==> config.mk <==
export PLATFORM = sky130hd
export DESIGN_NAME = voxel_sphere_sdf_union
export DESIGN_NICKNAME = d
export VERILOG_FILES = /design/src/rtl/vss_pkg.sv /design/src/rtl/vss_dist.sv /design/src/rtl/vss_sqrt.sv /design/src/rtl/vss_div.sv /design/src/rtl/voxel_sphere_sdf_union.sv
export SDC_FILE = /design/constraint.sdc
export NUM_CORES = 2
export LEC_CHECK = 0
export BUFFER_PORTS_ARGS = -buffer_cell sky130_fd_sc_hd__clkbuf_2
export CORE_MARGIN = 10
export CORE_UTILIZATION = 45
export DETAILED_ROUTE_END_ITERATION = 10
export GPL_TIMING_DRIVEN = 1
export SLEW_MARGIN = 20
export SYNTH_ARGS = -nofsm -noshare
export SYNTH_HDL_FRONTEND = slang
export SYNTH_SLANG_ARGS = --single-unit
export TNS_END_PERCENT = 1
==> constraint.sdc <==
create_clock -name clock -period 112.7 [get_ports clock]
set_clock_uncertainty 0.2 [all_clocks]
set_input_delay 5.635 -clock clock [delete_from_list [all_inputs] [get_ports clock]]
set_output_delay 5.635 -clock clock [all_outputs]
set_load 0.05 [all_outputs]
==> src/rtl/vss_pkg.sv <==
// Shared constants and types for the voxel sphere union pipeline.
package vss_pkg;

   // volume geometry
   localparam int VOLUME_SIDE = 512;
   localparam int POS_W       = $clog2(VOLUME_SIDE);

   // field and register widths
   localparam int DATA_W   = 32;
   localparam int RADIUS_W = 8;
   localparam int CENTER_W = 9;
   localparam int FRAC_W   = 16;
   localparam int APB_DW   = 32;
   localparam int ADDR_W   = 4;

   // arithmetic widths
   localparam int DIFF_W      = (POS_W > CENTER_W) ? POS_W : CENTER_W;
   localparam int SQ_W        = 2 * DIFF_W;
   localparam int SUM_W       = SQ_W + 2;
   localparam int ROOT_W      = 2 * ((SUM_W + 2 * FRAC_W + 3) / 4);
   localparam int RAD_W       = 2 * ROOT_W;
   localparam int REM_W       = ROOT_W + 3;
   localparam int SQRT_STAGES = ROOT_W / 2;
   localparam int DIV_STAGES  = ROOT_W / 2;
   localparam int SPH_W       = DATA_W + 2;

   // last position on each axis
   localparam logic [POS_W-1:0] POS_LAST = POS_W'(VOLUME_SIDE - 1);

   // one in Q16.16
   localparam logic [SPH_W-1:0] ONE_Q = SPH_W'(1) << FRAC_W;

   // register reset values
   localparam logic [RADIUS_W-1:0] RADIUS_RST   = RADIUS_W'(25);
   localparam logic [CENTER_W-1:0] CENTER_X_RST = CENTER_W'(250);
   localparam logic [CENTER_W-1:0] CENTER_Y_RST = CENTER_W'(235);
   localparam logic [CENTER_W-1:0] CENTER_Z_RST = CENTER_W'(50);

   // register map, word index (byte address bits 3:2)
   typedef enum logic [1:0] {
      REG_RADIUS   = 2'd0,
      REG_CENTER_X = 2'd1,
      REG_CENTER_Y = 2'd2,
      REG_CENTER_Z = 2'd3
   } reg_index_type;

   // voxel value and flags riding along with the arithmetic
   typedef struct packed {
      logic signed [DATA_W-1:0] voxel;
      logic                     row_end;
      logic                     vol_end;
   } side_type;

endpackage

==> src/rtl/vss_dist.sv <==
// Position counters and squared distance to the sphere center (three stages).
module vss_dist (
   input  logic                              clock,
   input  logic                              reset,
   input  logic                              advance,
   input  logic                              in_valid,
   input  logic signed [vss_pkg::DATA_W-1:0] in_voxel,
   input  logic [vss_pkg::CENTER_W-1:0]      center_x,
   input  logic [vss_pkg::CENTER_W-1:0]      center_y,
   input  logic [vss_pkg::CENTER_W-1:0]      center_z,
   output logic                              out_valid,
   output logic [vss_pkg::SUM_W-1:0]         out_sum,
   output vss_pkg::side_type                 out_side
);

   logic [vss_pkg::POS_W-1:0] pos_x_ff, pos_y_ff, pos_z_ff;
   logic [vss_pkg::POS_W-1:0] pos_x_in, pos_y_in, pos_z_in;

   logic                       valid1_ff, valid2_ff, valid3_ff;
   logic [vss_pkg::DIFF_W-1:0] dx_ff, dy_ff, dz_ff;
   logic [vss_pkg::DIFF_W-1:0] dx_in, dy_in, dz_in;
   logic [vss_pkg::SQ_W-1:0]   sx_ff, sy_ff, sz_ff;
   logic [vss_pkg::SUM_W-1:0]  sum_ff, sum_in;
   vss_pkg::side_type          side1_ff, side2_ff, side3_ff, side1_in;

   function automatic logic [vss_pkg::DIFF_W-1:0] abs_diff(
      input logic [vss_pkg::POS_W-1:0]    pos,
      input logic [vss_pkg::CENTER_W-1:0] ctr
   );
      logic [vss_pkg::DIFF_W-1:0] a;
      logic [vss_pkg::DIFF_W-1:0] b;
      a = vss_pkg::DIFF_W'(pos);
      b = vss_pkg::DIFF_W'(ctr);
      return (a >= b) ? (a - b) : (b - a);
   endfunction

   // raster counters, z fastest, step on each input transfer
   always_comb begin
      pos_x_in = pos_x_ff;
      pos_y_in = pos_y_ff;
      pos_z_in = pos_z_ff;
      if (pos_z_ff == vss_pkg::POS_LAST) begin
         pos_z_in = '0;
         if (pos_y_ff == vss_pkg::POS_LAST) begin
            pos_y_in = '0;
            pos_x_in = (pos_x_ff == vss_pkg::POS_LAST) ? '0 : pos_x_ff + 1'b1;
         end else begin
            pos_y_in = pos_y_ff + 1'b1;
         end
      end else begin
         pos_z_in = pos_z_ff + 1'b1;
      end
   end

   always_ff @(posedge clock) begin
      if (reset) begin
         pos_x_ff <= '0;
         pos_y_ff <= '0;
         pos_z_ff <= '0;
      end else if (in_valid && advance) begin
         pos_x_ff <= pos_x_in;
         pos_y_ff <= pos_y_in;
         pos_z_ff <= pos_z_in;
      end
   end

   // stage 1: absolute differences and flags
   always_comb begin
      dx_in            = abs_diff(pos_x_ff, center_x);
      dy_in            = abs_diff(pos_y_ff, center_y);
      dz_in            = abs_diff(pos_z_ff, center_z);
      side1_in.voxel   = in_voxel;
      side1_in.row_end = (pos_z_ff == vss_pkg::POS_LAST);
      side1_in.vol_end = (pos_z_ff == vss_pkg::POS_LAST) &&
                         (pos_y_ff == vss_pkg::POS_LAST) &&
                         (pos_x_ff == vss_pkg::POS_LAST);
   end

   // stage 3 sum
   assign sum_in = vss_pkg::SUM_W'(sx_ff) + vss_pkg::SUM_W'(sy_ff) + vss_pkg::SUM_W'(sz_ff);

   // valid bits
   always_ff @(posedge clock) begin
      if (reset) begin
         valid1_ff <= 1'b0;
         valid2_ff <= 1'b0;
         valid3_ff <= 1'b0;
      end else if (advance) begin
         valid1_ff <= in_valid;
         valid2_ff <= valid1_ff;
         valid3_ff <= valid2_ff;
      end
   end

   // data path
   always_ff @(posedge clock) begin
      if (advance) begin
         dx_ff    <= dx_in;
         dy_ff    <= dy_in;
         dz_ff    <= dz_in;
         side1_ff <= side1_in;
         sx_ff    <= vss_pkg::SQ_W'(dx_ff) * vss_pkg::SQ_W'(dx_ff);
         sy_ff    <= vss_pkg::SQ_W'(dy_ff) * vss_pkg::SQ_W'(dy_ff);
         sz_ff    <= vss_pkg::SQ_W'(dz_ff) * vss_pkg::SQ_W'(dz_ff);
         side2_ff <= side1_ff;
         sum_ff   <= sum_in;
         side3_ff <= side2_ff;
      end
   end

   assign out_valid = valid3_ff;
   assign out_sum   = sum_ff;
   assign out_side  = side3_ff;

endmodule

==> src/rtl/vss_sqrt.sv <==
// Pipelined integer square root of sum * 2^32, two root bits per stage.
module vss_sqrt (
   input  logic                          clock,
   input  logic                          reset,
   input  logic                          advance,
   input  logic                          in_valid,
   input  logic [vss_pkg::SUM_W-1:0]     in_sum,
   input  vss_pkg::side_type             in_side,
   output logic                          out_valid,
   output logic [vss_pkg::ROOT_W-1:0]    out_root,
   output vss_pkg::side_type             out_side
);

   localparam int N = vss_pkg::SQRT_STAGES;

   logic                       valid_ff [N];
   logic [vss_pkg::RAD_W-1:0]  rad_ff   [N];
   logic [vss_pkg::REM_W-1:0]  rem_ff   [N];
   logic [vss_pkg::ROOT_W-1:0] root_ff  [N];
   vss_pkg::side_type          side_ff  [N];

   genvar s;
   generate
      for (s = 0; s < N; s++) begin : g_stage
         logic                       valid_src;
         logic [vss_pkg::RAD_W-1:0]  rad_src, rad_in;
         logic [vss_pkg::REM_W-1:0]  rem_src, rem_in;
         logic [vss_pkg::ROOT_W-1:0] root_src, root_in;
         vss_pkg::side_type          side_src;

         if (s == 0) begin : g_first
            assign valid_src = in_valid;
            assign rad_src   = vss_pkg::RAD_W'(in_sum) << (2 * vss_pkg::FRAC_W);
            assign rem_src   = '0;
            assign root_src  = '0;
            assign side_src  = in_side;
         end else begin : g_next
            assign valid_src = valid_ff[s-1];
            assign rad_src   = rad_ff[s-1];
            assign rem_src   = rem_ff[s-1];
            assign root_src  = root_ff[s-1];
            assign side_src  = side_ff[s-1];
         end

         // two restoring root steps
         always_comb begin
            logic [vss_pkg::REM_W-1:0] trial;
            rad_in  = rad_src;
            rem_in  = rem_src;
            root_in = root_src;
            for (int k = 0; k < 2; k++) begin
               rem_in = {rem_in[vss_pkg::REM_W-3:0],
                         rad_in[vss_pkg::RAD_W-1:vss_pkg::RAD_W-2]};
               rad_in = rad_in << 2;
               trial  = {1'b0, root_in, 2'b01};
               if (rem_in >= trial) begin
                  rem_in  = rem_in - trial;
                  root_in = {root_in[vss_pkg::ROOT_W-2:0], 1'b1};
               end else begin
                  root_in = {root_in[vss_pkg::ROOT_W-2:0], 1'b0};
               end
            end
         end

         always_ff @(posedge clock) begin
            if (reset) begin
               valid_ff[s] <= 1'b0;
            end else if (advance) begin
               valid_ff[s] <= valid_src;
            end
         end

         always_ff @(posedge clock) begin
            if (advance) begin
               rad_ff[s]  <= rad_in;
               rem_ff[s]  <= rem_in;
               root_ff[s] <= root_in;
               side_ff[s] <= side_src;
            end
         end
      end
   endgenerate

   assign out_valid = valid_ff[N-1];
   assign out_root  = root_ff[N-1];
   assign out_side  = side_ff[N-1];

endmodule

==> src/rtl/vss_div.sv <==
// Pipelined restoring divide of the root by the radius, two quotient bits per stage.
module vss_div (
   input  logic                          clock,
   input  logic                          reset,
   input  logic                          advance,
   input  logic [vss_pkg::RADIUS_W-1:0]  divisor,
   input  logic                          in_valid,
   input  logic [vss_pkg::ROOT_W-1:0]    in_num,
   input  vss_pkg::side_type             in_side,
   output logic                          out_valid,
   output logic [vss_pkg::ROOT_W-1:0]    out_quot,
   output vss_pkg::side_type             out_side
);

   localparam int N = vss_pkg::DIV_STAGES;

   logic                         valid_ff [N];
   logic [vss_pkg::ROOT_W-1:0]   num_ff   [N];
   logic [vss_pkg::RADIUS_W-1:0] rem_ff   [N];
   vss_pkg::side_type            side_ff  [N];

   genvar s;
   generate
      for (s = 0; s < N; s++) begin : g_stage
         logic                         valid_src;
         logic [vss_pkg::ROOT_W-1:0]   num_src, num_in;
         logic [vss_pkg::RADIUS_W-1:0] rem_src, rem_in;
         vss_pkg::side_type            side_src;

         if (s == 0) begin : g_first
            assign valid_src = in_valid;
            assign num_src   = in_num;
            assign rem_src   = '0;
            assign side_src  = in_side;
         end else begin : g_next
            assign valid_src = valid_ff[s-1];
            assign num_src   = num_ff[s-1];
            assign rem_src   = rem_ff[s-1];
            assign side_src  = side_ff[s-1];
         end

         // dividend shifts out the top, quotient bits shift in at the bottom
         always_comb begin
            logic [vss_pkg::RADIUS_W:0] wide;
            num_in = num_src;
            rem_in = rem_src;
            for (int k = 0; k < 2; k++) begin
               wide   = {rem_in, num_in[vss_pkg::ROOT_W-1]};
               num_in = num_in << 1;
               if (wide >= {1'b0, divisor}) begin
                  wide      = wide - {1'b0, divisor};
                  num_in[0] = 1'b1;
               end
               rem_in = wide[vss_pkg::RADIUS_W-1:0];
            end
         end

         always_ff @(posedge clock) begin
            if (reset) begin
               valid_ff[s] <= 1'b0;
            end else if (advance) begin
               valid_ff[s] <= valid_src;
            end
         end

         always_ff @(posedge clock) begin
            if (advance) begin
               num_ff[s]  <= num_in;
               rem_ff[s]  <= rem_in;
               side_ff[s] <= side_src;
            end
         end
      end
   endgenerate

   assign out_valid = valid_ff[N-1];
   assign out_quot  = num_ff[N-1];
   assign out_side  = side_ff[N-1];

endmodule

==> src/rtl/voxel_sphere_sdf_union.sv <==
// Throughput: one voxel per cycle; the whole pipeline holds while a result waits untaken.
// The position counters are the only recurrence; squares, root and divide are staged.
// Reset (synchronous): counters to zero, registers to their defaults, pipeline emptied.
// Configuration is taken at once; no clearing pass follows reset.
module voxel_sphere_sdf_union (
   input  logic                              clock,
   input  logic                              reset,
   // input channel
   input  logic                              req_valid,
   output logic                              req_ready,
   input  logic signed [vss_pkg::DATA_W-1:0] req_voxel_value,
   // result channel
   output logic                              rsp_valid,
   input  logic                              rsp_ready,
   output logic signed [vss_pkg::DATA_W-1:0] rsp_merged_value,
   output logic                              rsp_row_end,
   output logic                              rsp_volume_end,
   // register port
   input  logic                              psel,
   input  logic                              penable,
   input  logic                              pwrite,
   input  logic [vss_pkg::ADDR_W-1:0]        paddr,
   input  logic [vss_pkg::APB_DW-1:0]        pwdata,
   output logic [vss_pkg::APB_DW-1:0]        prdata,
   output logic                              pready
);

   logic [vss_pkg::RADIUS_W-1:0] radius_ff;
   logic [vss_pkg::CENTER_W-1:0] center_x_ff, center_y_ff, center_z_ff;
   logic [vss_pkg::RADIUS_W-1:0] divisor;
   vss_pkg::reg_index_type       reg_index;
   logic                         reg_write;

   logic                         advance;
   logic                         dist_valid, root_valid, quot_valid;
   logic [vss_pkg::SUM_W-1:0]    dist_sum;
   logic [vss_pkg::ROOT_W-1:0]   root;
   logic [vss_pkg::ROOT_W-1:0]   quot;
   vss_pkg::side_type            dist_side, root_side, quot_side;

   logic signed [vss_pkg::SPH_W-1:0]  sphere_wide;
   logic signed [vss_pkg::DATA_W-1:0] sphere;
   logic signed [vss_pkg::DATA_W-1:0] merged_in;

   logic                              out_valid_ff;
   logic signed [vss_pkg::DATA_W-1:0] merged_ff;
   logic                              row_end_ff, vol_end_ff;

   // register port
   assign pready    = 1'b1;
   assign reg_index = vss_pkg::reg_index_type'(paddr[vss_pkg::ADDR_W-1:2]);
   assign reg_write = psel && penable && pwrite;

   always_ff @(posedge clock) begin
      if (reset) begin
         radius_ff   <= vss_pkg::RADIUS_RST;
         center_x_ff <= vss_pkg::CENTER_X_RST;
         center_y_ff <= vss_pkg::CENTER_Y_RST;
         center_z_ff <= vss_pkg::CENTER_Z_RST;
      end else if (reg_write) begin
         unique case (reg_index)
            vss_pkg::REG_RADIUS:   radius_ff   <= pwdata[vss_pkg::RADIUS_W-1:0];
            vss_pkg::REG_CENTER_X: center_x_ff <= pwdata[vss_pkg::CENTER_W-1:0];
            vss_pkg::REG_CENTER_Y: center_y_ff <= pwdata[vss_pkg::CENTER_W-1:0];
            vss_pkg::REG_CENTER_Z: center_z_ff <= pwdata[vss_pkg::CENTER_W-1:0];
            default: ;
         endcase
      end
   end

   always_comb begin
      unique case (reg_index)
         vss_pkg::REG_RADIUS:   prdata = vss_pkg::APB_DW'(radius_ff);
         vss_pkg::REG_CENTER_X: prdata = vss_pkg::APB_DW'(center_x_ff);
         vss_pkg::REG_CENTER_Y: prdata = vss_pkg::APB_DW'(center_y_ff);
         vss_pkg::REG_CENTER_Z: prdata = vss_pkg::APB_DW'(center_z_ff);
         default:               prdata = '0;
      endcase
   end

   // zero radius divides as one
   assign divisor = (radius_ff == '0) ? vss_pkg::RADIUS_W'(1) : radius_ff;

   // pipeline moves when the output register is empty or being taken
   assign advance   = !out_valid_ff || rsp_ready;
   assign req_ready = advance;

   vss_dist u_dist (
      .clock     (clock),
      .reset     (reset),
      .advance   (advance),
      .in_valid  (req_valid),
      .in_voxel  (req_voxel_value),
      .center_x  (center_x_ff),
      .center_y  (center_y_ff),
      .center_z  (center_z_ff),
      .out_valid (dist_valid),
      .out_sum   (dist_sum),
      .out_side  (dist_side)
   );

   vss_sqrt u_sqrt (
      .clock     (clock),
      .reset     (reset),
      .advance   (advance),
      .in_valid  (dist_valid),
      .in_sum    (dist_sum),
      .in_side   (dist_side),
      .out_valid (root_valid),
      .out_root  (root),
      .out_side  (root_side)
   );

   vss_div u_div (
      .clock     (clock),
      .reset     (reset),
      .advance   (advance),
      .divisor   (divisor),
      .in_valid  (root_valid),
      .in_num    (root),
      .in_side   (root_side),
      .out_valid (quot_valid),
      .out_quot  (quot),
      .out_side  (quot_side)
   );

   // subtract one, saturate, take the minimum with the input value
   always_comb begin
      sphere_wide = $signed(vss_pkg::SPH_W'(quot) - vss_pkg::ONE_Q);
      if (sphere_wide > $signed(vss_pkg::SPH_W'({1'b0, {(vss_pkg::DATA_W-1){1'b1}}}))) begin
         sphere = {1'b0, {(vss_pkg::DATA_W-1){1'b1}}};
      end else if (sphere_wide < $signed({{(vss_pkg::SPH_W-vss_pkg::DATA_W+1){1'b1}},
                                          {(vss_pkg::DATA_W-1){1'b0}}})) begin
         sphere = {1'b1, {(vss_pkg::DATA_W-1){1'b0}}};
      end else begin
         sphere = sphere_wide[vss_pkg::DATA_W-1:0];
      end
      merged_in = (quot_side.voxel < sphere) ? quot_side.voxel : sphere;
   end

   // output register
   always_ff @(posedge clock) begin
      if (reset) begin
         out_valid_ff <= 1'b0;
      end else if (advance) begin
         out_valid_ff <= quot_valid;
      end
   end

   always_ff @(posedge clock) begin
      if (advance) begin
         merged_ff  <= merged_in;
         row_end_ff <= quot_side.row_end;
         vol_end_ff <= quot_side.vol_end;
      end
   end

   assign rsp_valid        = out_valid_ff;
   assign rsp_merged_value = merged_ff;
   assign rsp_row_end      = row_end_ff;
   assign rsp_volume_end   = vol_end_ff;

endmodule
After elaboration in Yosys (flattened, before gate mapping)

Memory sizes are Yosys's and may differ from the RTL's. A register that Yosys moved wholly into a read port is not among the register bits.
Index checks and enable logic that the tools add are counted.

Memories kept: 9
Bits in writable memories: 2691
Output and inout port bits: 69
Register bits after elaboration: 302
Logic and storage cells: 357
Input bits: 75

Reduce and logical (&&, ||, !) cells: 15
Add/sub/neg operators: 64
Bitwise gates (word level): 26
Equal/unequal tests: 6
Muxes and demuxes: 147
$mul: 3
$lt $le $gt $ge: 58

Memory list:

| name           | depth | width | rd ports | clocked after Yosys merged registers in | wr ports | line           | RTL |
|---|---|---|---|---|---|---|---|
| u_sqrt.rad_ff  | 13    | 48    | 12       | 0                                       | 13       | vss_sqrt.sv:17 | `logic [vss_pkg::RAD_W-1:0] rad_ff [N];` |
| u_div.side_ff  | 13    | 34    | 13       | 0                                       | 13       | vss_div.sv:20  | `vss_pkg::side_type side_ff [N];` |
| u_sqrt.side_ff | 13    | 34    | 13       | 0                                       | 13       | vss_sqrt.sv:20 | `vss_pkg::side_type side_ff [N];` |
| u_sqrt.rem_ff  | 13    | 29    | 12       | 0                                       | 13       | vss_sqrt.sv:18 | `logic [vss_pkg::REM_W-1:0] rem_ff [N];` |
| u_div.num_ff   | 13    | 26    | 13       | 0                                       | 13       | vss_div.sv:18  | `logic [vss_pkg::ROOT_W-1:0] num_ff [N];` |
| u_sqrt.root_ff | 13    | 26    | 13       | 0                                       | 13       | vss_sqrt.sv:19 | `logic [vss_pkg::ROOT_W-1:0] root_ff [N];` |
| +3 memories    | -     | -     | -        | -                                       | -        | -              |  |

Operator list:

| operator               | number |
|---|---|
| $ge 29x28->1           | 24 |
| $mux 29                | 13 |
| $mux 27                | 13 |
| $sub 29x28->29         | 12 |
| $sub 27x27->27         | 12 |
| $ge 9x8->1             | 25 |
| $mux 8                 | 27 |
| $sub 8x8->8            | 25 |
| $pmux 32 s4            | 1 |
| $mux 32                | 3 |
| $mux 1                 | 84 |
| $mul 9x9->18           | 3 |
| $mux 9                 | 6 |
| $sub 9x9->9            | 6 |
| $gt 27x32->1 const B   | 1 |
| $lt 27x32->1 const B   | 1 |
| $lt 32x32->1           | 1 |
| $ge 29x3->1            | 1 |
| $sub 29x3->29          | 1 |
| $add 9x1->9 const B    | 3 |
| $eq 9x9->1 const B     | 3 |
| $ge 9x9->1             | 3 |
| $sub 26x17->27 const B | 1 |
| $or 1x1->1             | 26 |
| 15 further kinds       | 24 |

Depth between registers and ports, before layout

An unclocked memory read counts as a cell.

Word-level depth: 7
Depth in mapped cells: 29

Modules after synthesis

From an unflattened synthesis, not the netlist that was laid out.

Cell total of the unflattened synthesis: 8801
Area total of the unflattened synthesis: 111470.7 µm²

By module, submodules not included:

| module                 | seq. area each (µm²) | instances | cells each | area each (µm²) |
|---|---|---|---|---|
| vss_sqrt               | 29368.2              | 1         | 4560       | 53127.2 |
| vss_div                | 26695.6              | 1         | 2268       | 37160.6 |
| vss_dist               | 6606.3               | 1         | 1583       | 17040.1 |
| voxel_sphere_sdf_union | 1741.7               | 1         | 390        | 4142.7 |

Worst setup path after synthesis

No wires, ideal clock.

Path kind: input port to output port
Start: in rsp_ready
End: out req_ready
Path slack: 44.709 ns
Buffers on the path: 2
Stages on the path: 4
Arrival: 62.156 ns
Data required time: 106.865 ns
Path through: nor2b_1 inv_1 clkbuf_1 clkbuf_1

Longest elaborated chain between the ends: 1

RTL lines:

| element          | line                         | RTL |
|---|---|---|
| from (decl)      | voxel_sphere_sdf_union.sv:14 | `input logic rsp_ready,` |
| $logic_or 1x1->1 | voxel_sphere_sdf_union.sv:85 | `assign advance = !out_valid_ff \|\| rsp_ready;` |
| to (decl)        | voxel_sphere_sdf_union.sv:10 | `output logic req_ready,` |

Every way passes these cells.

Final worst setup path

Same ends and word-level chain as after synthesis.

==> metrics <==
register area share after synthesis 58.5%; crit path cell chain clkbuf_2 -> nor2b_1 -> inv_8 -> clkbuf_2; I/O pins 144; Core Area 0.243 mm^2; area grow syn2layout 11.0%; Design Power 0.00297 W; area occupied by multi-input gates 0.0424 mm^2; status completed; DIE AREA 0.265 mm^2; ys async rst share 0%; initial antenna violation count 2; Critical R2R Launch u_sqrt.root_ff[0][157]; RePlAce Congestion 0.878; Distinct cells, synth 112; Worst Path Max Fanout 130; Crit-path slowest cell nor2b_1; top-area cell type share of the netlist area 57.3%; WHS Endpoint u_sqrt.root_ff[1][56]; register area 0.0644 mm^2; CTS buffer count 226; Tcrit/Tclk final 11.4%; CTS-repair resized insts 0; Hold Path Cell Cnt 0; post-synth top area cell edfxtp_1; worst path arrival time 7.04 ns; H-Tree Depth 4; DRT Wirelength 212000 um; Final Hold Fails 0; final setup violation count 0; synth top area cells edfxtp_1, ha_1, xnor2_1, fa_1, mux2_2; Slew Limit Fails 0; total setup buffers inserted after CTS 0; most frequent CP cell clkbuf_2; hold path startpoint u_sqrt.root_ff[1][28]; Slew HR 28.9%; placement row count 181; clock latency on the worst-skew pair 0.87 ns; layout cells sized above 1 9.33%; via count 65200; First DRT Iteration DRCs 3875; vias in the first global route 66300; dpl ws 99.80 ns; EDFF count, synth 2099; Fmax 77.7 MHz; shortest period the worst path allows 12.88 ns; Setup crit start kind input pin; gr usage total 15.6%; Synth Instances 8634; DR DRC count 0; Worst VDD drop 0.0175 mV; Worst Hold Class flop to flop; worst slew pin tran 1.07 ns; post-DP HPWL 153000 um; RSZ-0062 raised after global routing false; Clk pin slew, worst setup/hold paths 0.06 ns; DR WL/cell 17.3 um; Synth Cell Area 0.110 mm^2; Yosys Warn Count 0; via-per-instance ratio 5.31; largest net degree at the start of global routing 182; WP data required 106.86 ns; # port buffers 94; Max Root-Sink Buffers 3; Pwr Density 24.3 mW/mm^2; Max-Cap Viols 0; Finished Layout Cells 12300; gr ovfl total 0; first-pass GRT wire length 342000 um; # fillers 20800; initial core utilization 45.2%; Seq cells post-synth 2165; root buffer cell clkbuf_16; post-layout util 50.2%; Clock Sinks 2165; Sum Neg Setup Slack 0 ns; R2R Setup Slk 104.00 ns; Routed Antenna Nets 0; endpoint type of the worst setup path output pin; slowest stage delay, CP 0.51 ns; r2r worst-path depth 25; CTS tree built; R2R Path End u_sqrt.rem_ff[0][211]; Hold Buf Count CTS 0; Crit Path Class input pin to output pin; drt pass-1 iters 5; setup ws final 99.82 ns; Most used DFF post-synth edfxtp_1; Syn Area/Cell 12.7 um^2; fin nets 9858; DP Cell Count 11900; die width 514 um; DIE HEIGHT 514 um; Leakage 48.6 nW
metal layers:
layer,track usage (%),vias to the layer above,share of wire [%]
met3,2.29,427,3.1
met4,6.02,0,3.9
met2,28.7,1014,52
met5,0,-,0
met1,18.3,31500,41
li1,-,32200,-
worst max-delay path, delay by kind of cell:
family / cells / cell delay, ns
buffers and inverters: 3 / 0.83
AND/OR/NAND/NOR: 1 / 0.51
through the flow:
stage                     cell area, um^2  hold WS (ns)
after floorplan                    110000         0.200
after global placement             114000         0.200
after detailed placement           114000         0.205
after CTS                          122000         0.175
after global routing               122000         0.181
final                              122000         0.183
sequential cells by signal, indices dropped and copies added, names as in the netlist, 34 cells and up:
signal           cells
u_dist.side2_ff     34
u_sqrt.rad_ff       40
u_sqrt.root_ff     182
u_div.num_ff       338
u_dist.side1_ff     34
u_sqrt.rem_ff      299
u_div.side_ff      442
u_div.rem_ff        96
u_dist.out_side     34
u_sqrt.side_ff     442
cells in the mapped netlist, types with 36 or more instances:
library cell / number
edfxtp_1: 2099
ha_1: 759
inv_1: 697
nor2_1: 598
nand2_1: 518
a21oi_1: 485
xnor2_1: 389
o21ai_0: 379
mux2_2: 238
xor2_1: 198
nor3_1: 157
a21o_1: 143
fa_1: 143
and2_1: 125
clkbuf_1: 118
nor2b_1: 116
nand4_1: 103
nand3_1: 101
nand2b_1: 98
o21a_1: 93
mux2i_1: 86
dfxtp_1: 66
o21bai_1: 64
and3_1: 63
or3_1: 55
o31ai_1: 54
a21boi_0: 51
nor4_1: 49
a211oi_1: 45
o211ai_1: 44
or2_2: 36
worst max-delay path by stage:
| stage | from | endpoint | slack (ns) | cells past startpoint |
|---|---|---|---|---|
| 5_1_grt | rsp_ready | req_ready | 99.71 | 4 |
| 2_1_floorplan | rsp_ready | req_ready | 44.71 | 4 |
| 6_report | rsp_ready | req_ready | 99.82 | 4 |
| 3_3_place_gp | rsp_ready | req_ready | 99.82 | 4 |
| 3_5_place_dp | rsp_ready | req_ready | 99.80 | 4 |
| 4_1_cts | rsp_ready | req_ready | 99.79 | 4 |
power breakdown:
group / total (W) / switching (W) / leakage [nW] / internal, W
combinational: 0.00107 / 0.000596 / 23.0 / 0.000470
clock: 0.000748 / 0.000314 / 3.70 / 0.000434
sequential: 0.00116 / 0.0000844 / 21.9 / 0.00107
cells by family after synthesis:
kind of cell / synth area share (%)
xor gates and xnor gates: 4.67
buffers and inverters: 3.08
AOI/OAI and AO/OA: 9.23
other: 0.00683
adders and majority gates: 11.2
muxes: 3.47
and+or+nand+nor: 9.80
DFF: 58.5
layout by cell type (no fill, tap or decap), types with 27 or more instances in the layout:
master,netlist,routed
a211oi_1,45,45
a21boi_0,51,51
a21o_1,143,143
a21oi_1,485,485
a31oi_1,29,29
and2_1,125,125
and3_1,63,63
buf_4,25,57
clkbuf_1,118,36
clkbuf_16,0,229
clkbuf_2,0,94
clkinv_1,7,48
clkinv_2,0,43
conb_1,2,27
dfxtp_1,66,66
edfxtp_1,2099,2099
fa_1,143,143
ha_1,759,759
inv_1,697,696
mux2_2,238,238
mux2i_1,86,85
nand2_1,518,518
nand2b_1,98,98
nand3_1,101,101
nand4_1,103,103
nor2_1,598,598
nor2b_1,116,116
nor3_1,157,157
nor4_1,49,48
o211ai_1,44,44
o21a_1,93,93
o21ai_0,379,379
o21bai_1,64,64
o31ai_1,54,54
or2_2,36,36
or3_1,55,55
or4_1,29,29
xnor2_1,389,389
xor2_1,198,198
cell type report:
class	instances	share of cell area, %
well taps	3202	3.28
inverters	710	2.19
clock inverters	158	1.43
flip-flops and latches	2165	52.7
clock buffers	266	4.82
repair buffers	157	0.820
multi-input cells	5621	34.7
diodes	4	0.00820
No activity file was read; power rests on OpenSTA's default activity.
